$ cat src/kes_pkg.sv
package kes_pkg;

    // Storage geometry
    localparam int SLOTS       = 128;
    localparam int DATA_WIDTH  = 32;
    localparam int RANK_WIDTH  = 7;
    localparam int SEL_WIDTH   = 32;
    localparam int COUNT_WIDTH = $clog2(SLOTS + 1);

    // Input transaction
    typedef struct packed {
        logic [DATA_WIDTH-1:0] sample_value;
        logic                  last;
        logic [RANK_WIDTH-1:0] rank;
    } t_in_item;

    // Result transaction
    typedef struct packed {
        logic [SEL_WIDTH-1:0] selected;
        logic                 rank_error;
        logic                 overflow;
    } t_out_item;

    // What a cell shows to its right-hand neighbor
    typedef struct packed {
        logic                  valid;
        logic                  gt;
        logic [DATA_WIDTH-1:0] value;
    } t_link;

    // Chain controls broadcast to every cell
    typedef struct packed {
        logic                  insert;
        logic                  shift;
        logic                  clear;
        logic [DATA_WIDTH-1:0] value;
    } t_chain_ctrl;

endpackage

$ cat src/kes_cell.sv
module kes_cell (
    input  logic                            i_clk,
    input  logic                            i_rst_n,
    input  kes_pkg::t_chain_ctrl            i_ctrl,
    input  kes_pkg::t_link                  i_left,
    input  logic [kes_pkg::DATA_WIDTH-1:0]  i_right_value,
    output kes_pkg::t_link                  o_link
);

    logic                           r_valid;
    logic [kes_pkg::DATA_WIDTH-1:0] r_value;
    logic [kes_pkg::DATA_WIDTH-1:0] n_value;
    logic                           gt;
    logic                           take;

    // Compare own entry against the broadcast value
    assign gt   = r_valid && (r_value > i_ctrl.value);
    assign take = gt || (!r_valid && i_left.valid);

    assign o_link.valid = r_valid;
    assign o_link.gt    = gt;
    assign o_link.value = r_value;

    // Shift left while seeking, or make room and insert in order
    always_comb begin
        n_value = r_value;
        priority if (i_ctrl.shift) begin
            n_value = i_right_value;
        end else if (i_ctrl.insert && take) begin
            n_value = i_left.gt ? i_left.value : i_ctrl.value;
        end
    end

    always_ff @(posedge i_clk) begin
        r_value <= n_value;
    end

    // Occupied cells form a prefix of the chain
    always_ff @(posedge i_clk) begin
        if (!i_rst_n) begin
            r_valid <= 1'b0;
        end else if (i_ctrl.clear) begin
            r_valid <= 1'b0;
        end else if (i_ctrl.insert && i_left.valid) begin
            r_valid <= 1'b1;
        end
    end

endmodule

$ cat config.mk
export PLATFORM = sky130hd
export DESIGN_NAME = kes_cell
export DESIGN_NICKNAME = d
export VERILOG_FILES = /design/src/kes_pkg.sv /design/src/kes_cell.sv
export SDC_FILE = /design/constraint.sdc
export NUM_CORES = 1
export LEC_CHECK = 0
export BUFFER_PORTS_ARGS = -buffer_cell sky130_fd_sc_hd__buf_2
export CORE_AREA = 2 2 78 80
export CTS_CLUSTER_DIAMETER = 200
export DETAILED_ROUTE_END_ITERATION = 12
export DIE_AREA = 0 0 80 82
export GPL_ROUTABILITY_DRIVEN = 0
export HOLD_SLACK_MARGIN = 0.08
export PLACE_DENSITY = 0.88
export SYNTH_ARGS = -nofsm -noshare
export SYNTH_HDL_FRONTEND = slang
export SYNTH_SLANG_ARGS = --single-unit
$ cat constraint.sdc
create_clock -name i_clk -period 7.57 [get_ports i_clk]
set_input_delay 0.3785 -clock i_clk [delete_from_list [all_inputs] [get_ports i_clk]]
set_output_delay 0.3785 -clock i_clk [all_outputs]
set_load 0.02 [all_outputs]
==> results.ini, run 1 <==
[status]
status = complete, no violations

[synthesis]
ys_warn_count = 0
seq_area_frac_synth_pct = 39.5
synth_edf_count = 32
synth_ff_type = edfxtp_1
ys_ff_latch = 33
synth_cell_types = 28
syn_area_per_cell_sq_um = 9.44
async_flop_share_pct = 0
synth.cell_area_sq_um = 2480
synth_fp_nets = 398
synth.area.top_cells = edfxtp_1 (39%), ha_1 (16%), mux2i_1 (13%)
synthCells = 263
synth_top_area_share_pct = 38.7
synth_top_area_cell = edfxtp_1

[worst_setup_path]
worstSetupPathType = reg2reg
critical_path.max_stage_delay_ps = 810
crit_fanout = 32
cpMaxStageDelayCell = o21ai_4
path_buf_inv = 0
cp-end-kind = flip-flop
worstPathRequired_ps = 7470
rrSetupSlack_ps = 4720
crit_chain = ha_1 -> nand4_1 -> a2111oi_1 -> or4_1 -> a21oi_2 -> o21ai_4
start_kind = flip-flop
worstPathArrival_ps = 2750
critPathTopFamily = compound AO/OA/AOI/OAI gates

[cts]
cts_inserted_buffers = 5
htreeDepth = 2
ctsHoldBuffers = 0
clk_latency_ps = 280
clkSlewWorstSetupHoldPaths_ps = 70
cts.sinks = 33
cts_tree = built
clock-root-buffer = clkbuf_8
post_cts_buffers = 0
cts_resized = 0
clock_path_buffers = 2

[die]
fp.dieH_um = 82
fp.dieW_um = 80
initial_core_util_pct = 43.2
pin_count = 137
die-area_sq_um = 6560
core.rowCount = 28
core_area_sq_um = 5750

[pwr]
p_leak_nw = 1.74
power.density_nw_per_um2 = 155
ir_drop_uv = 77.4

[cells_and_area]
area.growth.synth_to_final_pct = 32.5
fin_util_pct = 57.3
antenna_cells = 0
layout_commonest_cell = buf_2
final_nets = 528
drive_above_1_share_pct = 36.5
layout_common_cells = buf_2 (136), nand2_1 (39), o21ai_0 (35)

[global_route]
grt_pass1_vias = 2150
antenna_found_initial = 0
grt_pass1_wl_um = 9430
track_usage_pct = 18.7
grt-ovfl-total = 0
grt_max_degree = 66

[timing]
skew_ps = 6.10
hold_viol_final = 0
worst_slew_pin_slew_ps = 1000
min_period_ps = 2850
slew_headroom_pct = 33.0
rsz0062_at_grt = false
slew_viol_final = 0
fin_setup_tns_ps = 0
setup_viol = 0
finalCritPeriodShare_pct = 37.7
max_freq_mhz = 351
holdWs_ps = 283

[worst_hold_path]
hp-class = in2reg

[routing]
routed_wl_um = 6270
wl_per_cell_um = 13.4
drtIter0Drc = 43
ant_nets = 0
first_pass_iters = 4
vias_per_cell = 4.99
via_count = 2342
drc = 0

[run]
cap_violations = 0

[placed_design]
place.port_buffers = 136
dpl.hpwl_um = 5070

## worst reg2reg max path, stage by stage, from the launching register on
cell and delay [ps]:
edfxtp_1 400, ha_1 340, nand4_1 190, a2111oi_1 420, or4_1 220, a21oi_2 90, o21ai_4 810
## cell type report
class	instances	area (sq um)
well taps	75	93.8
repair buffers	136	681
inverters	33	124
fillers	485	2460
clock buffers	7	76.3
flip-flops and latches	33	981
multi-input cells	184	1330
clock inverters	1	5.00
## synthesized netlist by cell type (all sizes together) (2+ instances only)
cell type,count
a21o,2
a21oi,15
buf,5
clkbuf,8
edfxtp,32
ha,32
inv,33
mux2i,32
nand2,39
nand3,5
nand4,8
nor2,3
nor4,2
o21ai,36
## layer usage
metal	vias to the layer above	GRT usage, %	wire length (um)
met5	-	0	0
met1	1041	20.7	2560
li1	1203	-	-
met4	0	4.58	55
met2	91	35.6	3160
met3	7	5.05	498
## metrics by stage
| stage | power [mW] | setup WS (ps) | cells | instance area (sq um) |
|---|---|---|---|---|
| 5_1_grt | 0.543 | 4520 | 469 | 3290 |
| 6_report | 0.509 | 4720 | 469 | 3290 |
| 4_1_cts | 0.516 | 4670 | 469 | 3290 |
| 3_3_place_gp | 0.382 | 4630 | 461 | 3210 |
| 3_5_place_dp | 0.388 | 4560 | 461 | 3210 |
| 2_1_floorplan | 0.325 | 4140 | 263 | 2480 |
## power breakdown
part | internal, mW | switching (mW) | leakage, nW | total, mW
combinational | 0.0656 | 0.0877 | 1.36 | 0.153
sequential | 0.222 | 0.00868 | 0.333 | 0.230
clock | 0.0645 | 0.0612 | 0.0422 | 0.126
total | 0.352 | 0.158 | 1.74 | 0.509
## registers in the layout, indices dropped and copies added (netlist names)
name and cells:
r_valid 1, r_value 32
## logic make-up after synthesis
kind of cell               count (synthesis)  synth area share (%)
and+or+nand+nor                           61                  10.9
AOI/OAI and AO/OA                         59                  13.1
buffers and inverters                     46                  7.41
DFF                                       33                  39.5
muxes                                     32                  12.9
adders and majority gates                 32                  16.1
## final timing paths
path | endpoint | depth (start not counted) | start
hold reg to reg | r_valid | 2 | r_valid
setup reg to reg | r_value[15] | 6 | r_value[11]
hold / removal | r_valid | 2 | i_ctrl[32]
setup / recovery | r_value[15] | 6 | r_value[11]
Power figures use the tool's default switching activity.
==> run 2, diff against run 1 <==
ABC_AREA = 1   (was default)
CORE_AREA = 2 2 79 81   (was 2 2 78 80)
DIE_AREA = 0 0 81 83   (was 0 0 80 82)
clock period = 2.8 ns   (was 7.57 ns; I/O delays follow)
==> run 2 against run 1 <==
  * Synthesized area is 4.6% higher
  * Clock power rose to 2.7 times the previous value
  * Largest power group unchanged
  * Largest cell class unchanged
  * Synthesized cell count is 14% higher
  * Clock-buffer cell count fell by 1
  * Total power increased to 2.8 times the previous value
  * Non-clock buffer count increased by 3
  * Highest routed layer unchanged
  * Routed wire length grew 3.9%
  * Cell area is 3.4% higher
  * First-iteration DRC count rose by 95%
  * Worst hold slack got worse by 150 ps
==> results.ini, run 2 <==
[global_route]
grt-ovfl-total = 0  ; unchanged
antenna_found_initial = 0  ; unchanged
track_usage_pct = 19.3  ; +0.55 points
grt_max_degree = 63  ; -4.5%
grt_pass1_vias = 2364  ; +10%
grt_pass1_wl_um = 10400  ; +10%

[die]
initial_core_util_pct = 44.6  ; +1.4 points
core.rowCount = 28  ; unchanged
fp.dieH_um = 83  ; +1.2%
die-area_sq_um = 6720  ; +2.5%
fp.dieW_um = 81  ; +1.3%
core_area_sq_um = 5820  ; +1.2%
pin_count = 137  ; unchanged

[cts]
post_cts_buffers = 0  ; unchanged
clock-root-buffer = clkbuf_8
htreeDepth = 2  ; unchanged
clock_path_buffers = 2  ; unchanged
clk_latency_ps = 270  ; about the same
clkSlewWorstSetupHoldPaths_ps = 70  ; about the same
cts_tree = built
cts.sinks = 33  ; unchanged
cts_inserted_buffers = 5  ; unchanged

[worst_setup_path]
worstPathArrival_ps = 1960  ; -790 ps
r2r_end = r_value[1]
rrSetupSlack_ps = 790  ; -3920 ps
worstSetupPathType = reg2reg
worstPathRequired_ps = 2750  ; -4720 ps
cp-end-kind = flip-flop
crit_fanout = 18  ; -44%
r2r-start = r_value[15]
start_kind = flip-flop
reg2reg_depth = 12  ; +6

[synthesis]
ys_warn_count = 0  ; unchanged
yosys.area_share.simple_pct = 15.0  ; +4.1 points
synth_top_family_by_area = compound AO/OA/AOI/OAI gates
synth_ff_type = edfxtp_1
ys_ff_latch = 33  ; unchanged
synth_top_area_share_pct = 37.0  ; -1.7 points
synthTopCellsByCount = nand2_1 (68), inv_1 (39), edfxtp_1 (32), ha_1 (32), o21a_1 (30)
async_flop_share_pct = 0  ; unchanged
synth_fp_nets = 436  ; +9.5%
synth_compound_area_share_pct = 22.4  ; +9.3 points
synth.cell_area_sq_um = 2600  ; +4.6%
synthCells = 301  ; +14%
synthAdderAreaFrac_pct = 15.4  ; -0.71 points
syn_area_per_cell_sq_um = 8.63  ; -8.6%
synth_top_area_cell = edfxtp_1
seq_area_frac_synth_pct = 37.8  ; -1.7 points
synth_cell_types = 24  ; -14%
yosysMostFrequentCell = nand2_1
synthXorXnorAreaFrac_pct = 0  ; unchanged
synth_mux_area_share_pct = 0  ; -13 points
synth.area.top_cells = edfxtp_1 (37%), ha_1 (15%), nand2_1 (9.8%)
synth_edf_count = 32  ; unchanged

[pwr]
fin_total_pwr_mw = 1.41  ; +180%
ir_drop_uv = 243  ; +210%
p_leak_nw = 1.73  ; -0.61%
power.density_nw_per_um2 = 416  ; +170%

[timing]
worst_slew_pin_slew_ps = 1040  ; +39.3 ps
setup_viol = 0  ; unchanged
skew_ps = 7.04  ; +0.946 ps
min_period_ps = 2010  ; -846 ps
slew_viol_final = 0  ; unchanged
max_freq_mhz = 498  ; +42%
fin_setup_tns_ps = 0  ; unchanged
slew_headroom_pct = 30.6  ; -2.4 points
hold_viol_final = 0  ; unchanged
rsz0062_at_grt = false
holdWs_ps = 132  ; -151 ps
finalCritPeriodShare_pct = 71.7  ; +34 points
fin_ws_ps = 793  ; -3920 ps

[routing]
routed_wl_um = 6510  ; +3.9%
wl_met2_um = 3250  ; +3.1%
vias_per_cell = 4.93  ; -1.2%
first_pass_iters = 4  ; unchanged
drc = 0  ; unchanged
drtIter0Drc = 84  ; +95%
met1Wirelength_um = 2810  ; +9.8%
via_count = 2506  ; +7.0%
wl_met3_um = 382  ; -23%
wl_per_cell_um = 12.8  ; -4.1%
top_layer = met4
ant_nets = 0  ; unchanged

[cells_and_area]
layout_common_cells = buf_2 (136), nand2_1 (68), inv_1 (39)
final_nets = 567  ; +7.4%
fin_area_sq_um = 3400  ; +3.4%
layout_commonest_cell = buf_2
fin_util_pct = 58.5  ; +1.2 points
fin_cells = 508  ; +8.3%
largest_register_ffs = 32  ; unchanged
reg.largest.list = r_value (32), r_valid (1)
top_register = r_value
area.growth.synth_to_final_pct = 31.0
antenna_cells = 0  ; unchanged
drive_above_1_share_pct = 37.0  ; +0.40 points
fillers = 548  ; +13%

[worst_hold_path]
hp-class = in2reg
worst_hold_path.endpoint = r_valid
hp-start = i_rst_n
hold_depth = 3  ; +1

[placed_design]
post-place-cells = 499  ; +8.2%
placed_area_sq_um = 3310  ; +3.1%
pre_cts_ws_ps = 809  ; -3750 ps
place.port_buffers = 136  ; unchanged
dpl.hpwl_um = 5230  ; +3.3%

[status]
status = complete, no violations

[run]
cap_violations = 0  ; unchanged

run 2: how the worst max path moves through the flow:
stage | from | to | slack (ps) | cells past startpoint
after CTS | r_value[15] | r_value[1] | 780 | 12
after global routing | r_value[3] | r_value[1] | 630 | 14
after detailed placement | r_value[15] | r_value[18] | 810 | 12
final | r_value[15] | r_value[1] | 790 | 12
after global placement | r_value[11] | r_value[19] | 820 | 12
after floorplan | r_value[23] | r_value[0] | 360 | 9
run 2: what timing repair did:
item	in CTS	in global routing
hold endpoints to repair	1	0
setup endpoints to repair	0	0
hold buffers	1	0
resized for setup	0	0
run 2: cell families (layout without fill, tap and decap cells):
logic type,Yosys count,in the layout
buffers and inverters,59,191
and+or+nand+nor,92,92
DFF,33,33
AOI/OAI and AO/OA,85,85
adders and majority gates,32,32
run 2: worst max-delay path, cell delays in order (launching register included):
cell and delay (ps):
edfxtp_1 400, ha_1 310, nand2_1 80, nor2_2 120, nand2_1 90, inv_1 60
nand2_1 50, nand2_1 60, nand2_1 60, nand2_1 50, nand3_1 60, nand2_1 80
buf_4 280
run 2: final cells by class:
type	instances	area [sq um]	share of cell area, %
clock inverter	2	10.0	0.294
timing repair buffer	139	706	20.8
inverter	44	165	4.86
clock buffer	6	72.6	2.13
tap	75	93.8	2.76
multi-input combinational	209	1370	40.4
sequential	33	981	28.8
run 2: where the power goes:
part           internal (mW)  leakage, nW  total, mW  switching (mW)
Combinational          0.191         1.36      0.449           0.258
Clock                  0.172       0.0450      0.343           0.171
Sequential             0.599        0.324      0.623          0.0237
Total                  0.962         1.73       1.41           0.452
run 2: metal layers:
metal / global-route usage (%) / vias to the layer above
met5: 0 / -
met4: 3.85 / 0
met3: 4.67 / 8
met2: 34.6 / 92
met1: 23.0 / 1112
li1: - / 1294
==> run 3, diff against run 2 <==
clock period = 2 ns   (was 2.8 ns; I/O delays follow)
==> run 3 against run 2 <==
  * The run now ends with setup timing left
  * Fmax increased by 0.30%
  * First-iteration DRC count decreased by 14%
  * Sequential share of layout area decreased by 2.9 points
  * Critical path depth decreased by 2
  * Global-route usage increased by 0.83 points
  * Via count increased by 3.8%
  * Critical path type unchanged
  * Largest power group unchanged
==> results.ini, run 3 (synthesis gave the netlist of run 2 again) <==
[routing]
ant_nets = 0  ; unchanged
wl_per_cell_um = 13.6  ; +6.4%
vias_per_cell = 5.03  ; +2.0%
drc = 0  ; unchanged
drtIter0Drc = 72  ; -14%
first_pass_iters = 4  ; unchanged
via_count = 2601  ; +3.8%
routed_wl_um = 7050  ; +8.3%

[timing]
min_period_ps = 2000  ; -6.08 ps
rsz0062_at_grt = true
fin_ws_ps = -1.25  ; -794 ps
skew_ps = 9.95  ; +2.90 ps
finalCritPeriodShare_pct = 100  ; +28 points
worst_slew_pin_slew_ps = 470  ; -570 ps
setup_viol = 4  ; +4
holdWs_ps = 95.2  ; -36.7 ps
max_freq_mhz = 500  ; +0.30%
slew_viol_final = 0  ; unchanged
slew_headroom_pct = 68.6  ; +38 points
hold_viol_final = 0  ; unchanged

[cells_and_area]
seq_area_sq_um = 981  ; unchanged
largest_register_ffs = 32  ; unchanged
layout_common_cells = buf_2 (135), nand2_1 (60), inv_1 (38)
fillers = 510  ; -6.9%
top_register = r_value
reg.largest.list = r_value (32), r_valid (1)
drive_above_1_share_pct = 43.4  ; +6.5 points
final_nets = 576  ; +1.6%
antenna_cells = 0  ; unchanged
area.growth.synth_to_final_pct = 45.3
layout_commonest_cell = buf_2
multi_input_area_sq_um = 1580  ; +15%
fin_cells = 517  ; +1.8%

[die]
die-area_sq_um = 6720  ; unchanged
fp.dieH_um = 83  ; unchanged
initial_core_util_pct = 44.6  ; unchanged
core_area_sq_um = 5820  ; unchanged
core.rowCount = 28  ; unchanged
pin_count = 137  ; unchanged
fp.dieW_um = 81  ; unchanged

[global_route]
grt_pass1_vias = 2544  ; +7.6%
antenna_found_initial = 0  ; unchanged
track_usage_pct = 20.1  ; +0.83 points
grt_max_degree = 63  ; unchanged
grt-ovfl-total = 0  ; unchanged
grt_pass1_wl_um = 10800  ; +4.5%

[cts]
cts_tree = built
clock-root-buffer = clkbuf_8
htreeDepth = 2  ; unchanged
cts_inserted_buffers = 5  ; unchanged
cts.sinks = 33  ; unchanged
clkSlewWorstSetupHoldPaths_ps = 70  ; about the same
clock_path_buffers = 2  ; unchanged
clk_latency_ps = 280  ; about the same

[pwr]
internal_power_mw = 1.43  ; +48%
clkPwrFrac_pct = 22.7  ; -1.5 points
p_seq_share_pct = 41.8  ; -2.2 points
power.density_nw_per_um2 = 558  ; +34%
sw_frac_of_total_pct = 32.3  ; +0.31 points
power.share.combinational_pct = 35.5  ; +3.7 points
p_leak_nw = 1.81  ; +5.0%
ir_drop_uv = 355  ; +46%
fin_total_pwr_mw = 2.11  ; +49%
p_switching_uw = 681  ; +50%

[worst_setup_path]
worstPathArrival_ps = 2000  ; +40 ps
crit_fanout = 7  ; -11
cp-end-kind = flip-flop
worstPathRequired_ps = 2000  ; -750 ps
worstSetupPathType = reg2reg
reg2reg_depth = 10  ; -2
start_kind = flip-flop

[worst_hold_path]
hp-class = in2reg
hold_depth = 2  ; -1

[status]
violations = setup timing
status = finished, violations left

[placed_design]
dpl.hpwl_um = 5330  ; +1.9%
post-place-cells = 501  ; +0.40%
pre_cts_ws_ps = 15.8  ; -793 ps
place.port_buffers = 136  ; unchanged

[run]
cap_violations = 0  ; unchanged

[run 3: timing repair]
| action | 4_1_cts | 5_1_grt |
|---|---|---|
| pin swaps | 1 | 10 |
| cloned | 0 | 3 |
| resized for setup | 3 | 25 |
| hold buffers | 2 | 2 |
| buffers inserted | 0 | 1 |
| endpoints found under the hold margin | 1 | 2 |
| setup endpoints to repair | 16 | 33 |
[run 3: power by group through the flow]
stage	Clock (mW)	Sequential, mW	Combinational [mW]
detailed placement	0	0.886	0.662
global route	0.529	0.889	0.830
floorplan	0	0.961	0.330
CTS	0.487	0.873	0.671
finish	0.477	0.881	0.749
global placement	0	0.882	0.638
[run 3: per-layer routing]
metal / share of wire [%] / wire length (um) / vias to the layer above / track usage [%]
li1: - / - / 1308 / -
met3: 6.2 / 439 / 12 / 4.35
met4: 1.7 / 119 / 0 / 4.93
met5: 0 / 0 / - / 0
met1: 42 / 2980 / 1173 / 23.9
met2: 50 / 3510 / 108 / 36.1
[run 3: final timing paths]
path                                         from  slack, ps     endpoint
worst max-delay path                  r_value[21]         -1  r_value[14]
worst max register to register        r_value[21]         -1  r_value[14]
worst min register to register            r_valid        960   r_value[1]
worst min-delay path            i_right_value[22]        100  r_value[22]
[run 3: critical path: stages (launching register included)]
cell,delay [ps]
edfxtp_1,430
ha_4,300
nand2_1,100
nor2_4,110
nand4_2,110
nor2_4,120
nand2_2,70
nand2_2,70
nand3_2,80
nand2_4,160
clkbuf_16,180
[run 3: metrics by stage]
step / setup TNS [ps] / utilization [%] / area [sq um]
3_3_place_gp: 0 / 58.6 / 3410
3_5_place_dp: 0 / 58.6 / 3410
4_1_cts: 0 / 60.7 / 3530
6_report: -2.01 / 64.9 / 3770
2_1_floorplan: 0 / - / 2630
5_1_grt: -2860 / 64.9 / 3770
[run 3: area by class of cell]
class | count | share of cell area [%]
well taps | 75 | 2.49
clock buffers | 7 | 2.02
multi-input cells | 209 | 41.9
repair buffers | 148 | 23.1
flip-flops and latches | 33 | 26.0
clock inverters | 1 | 0.133
inverters | 44 | 4.38
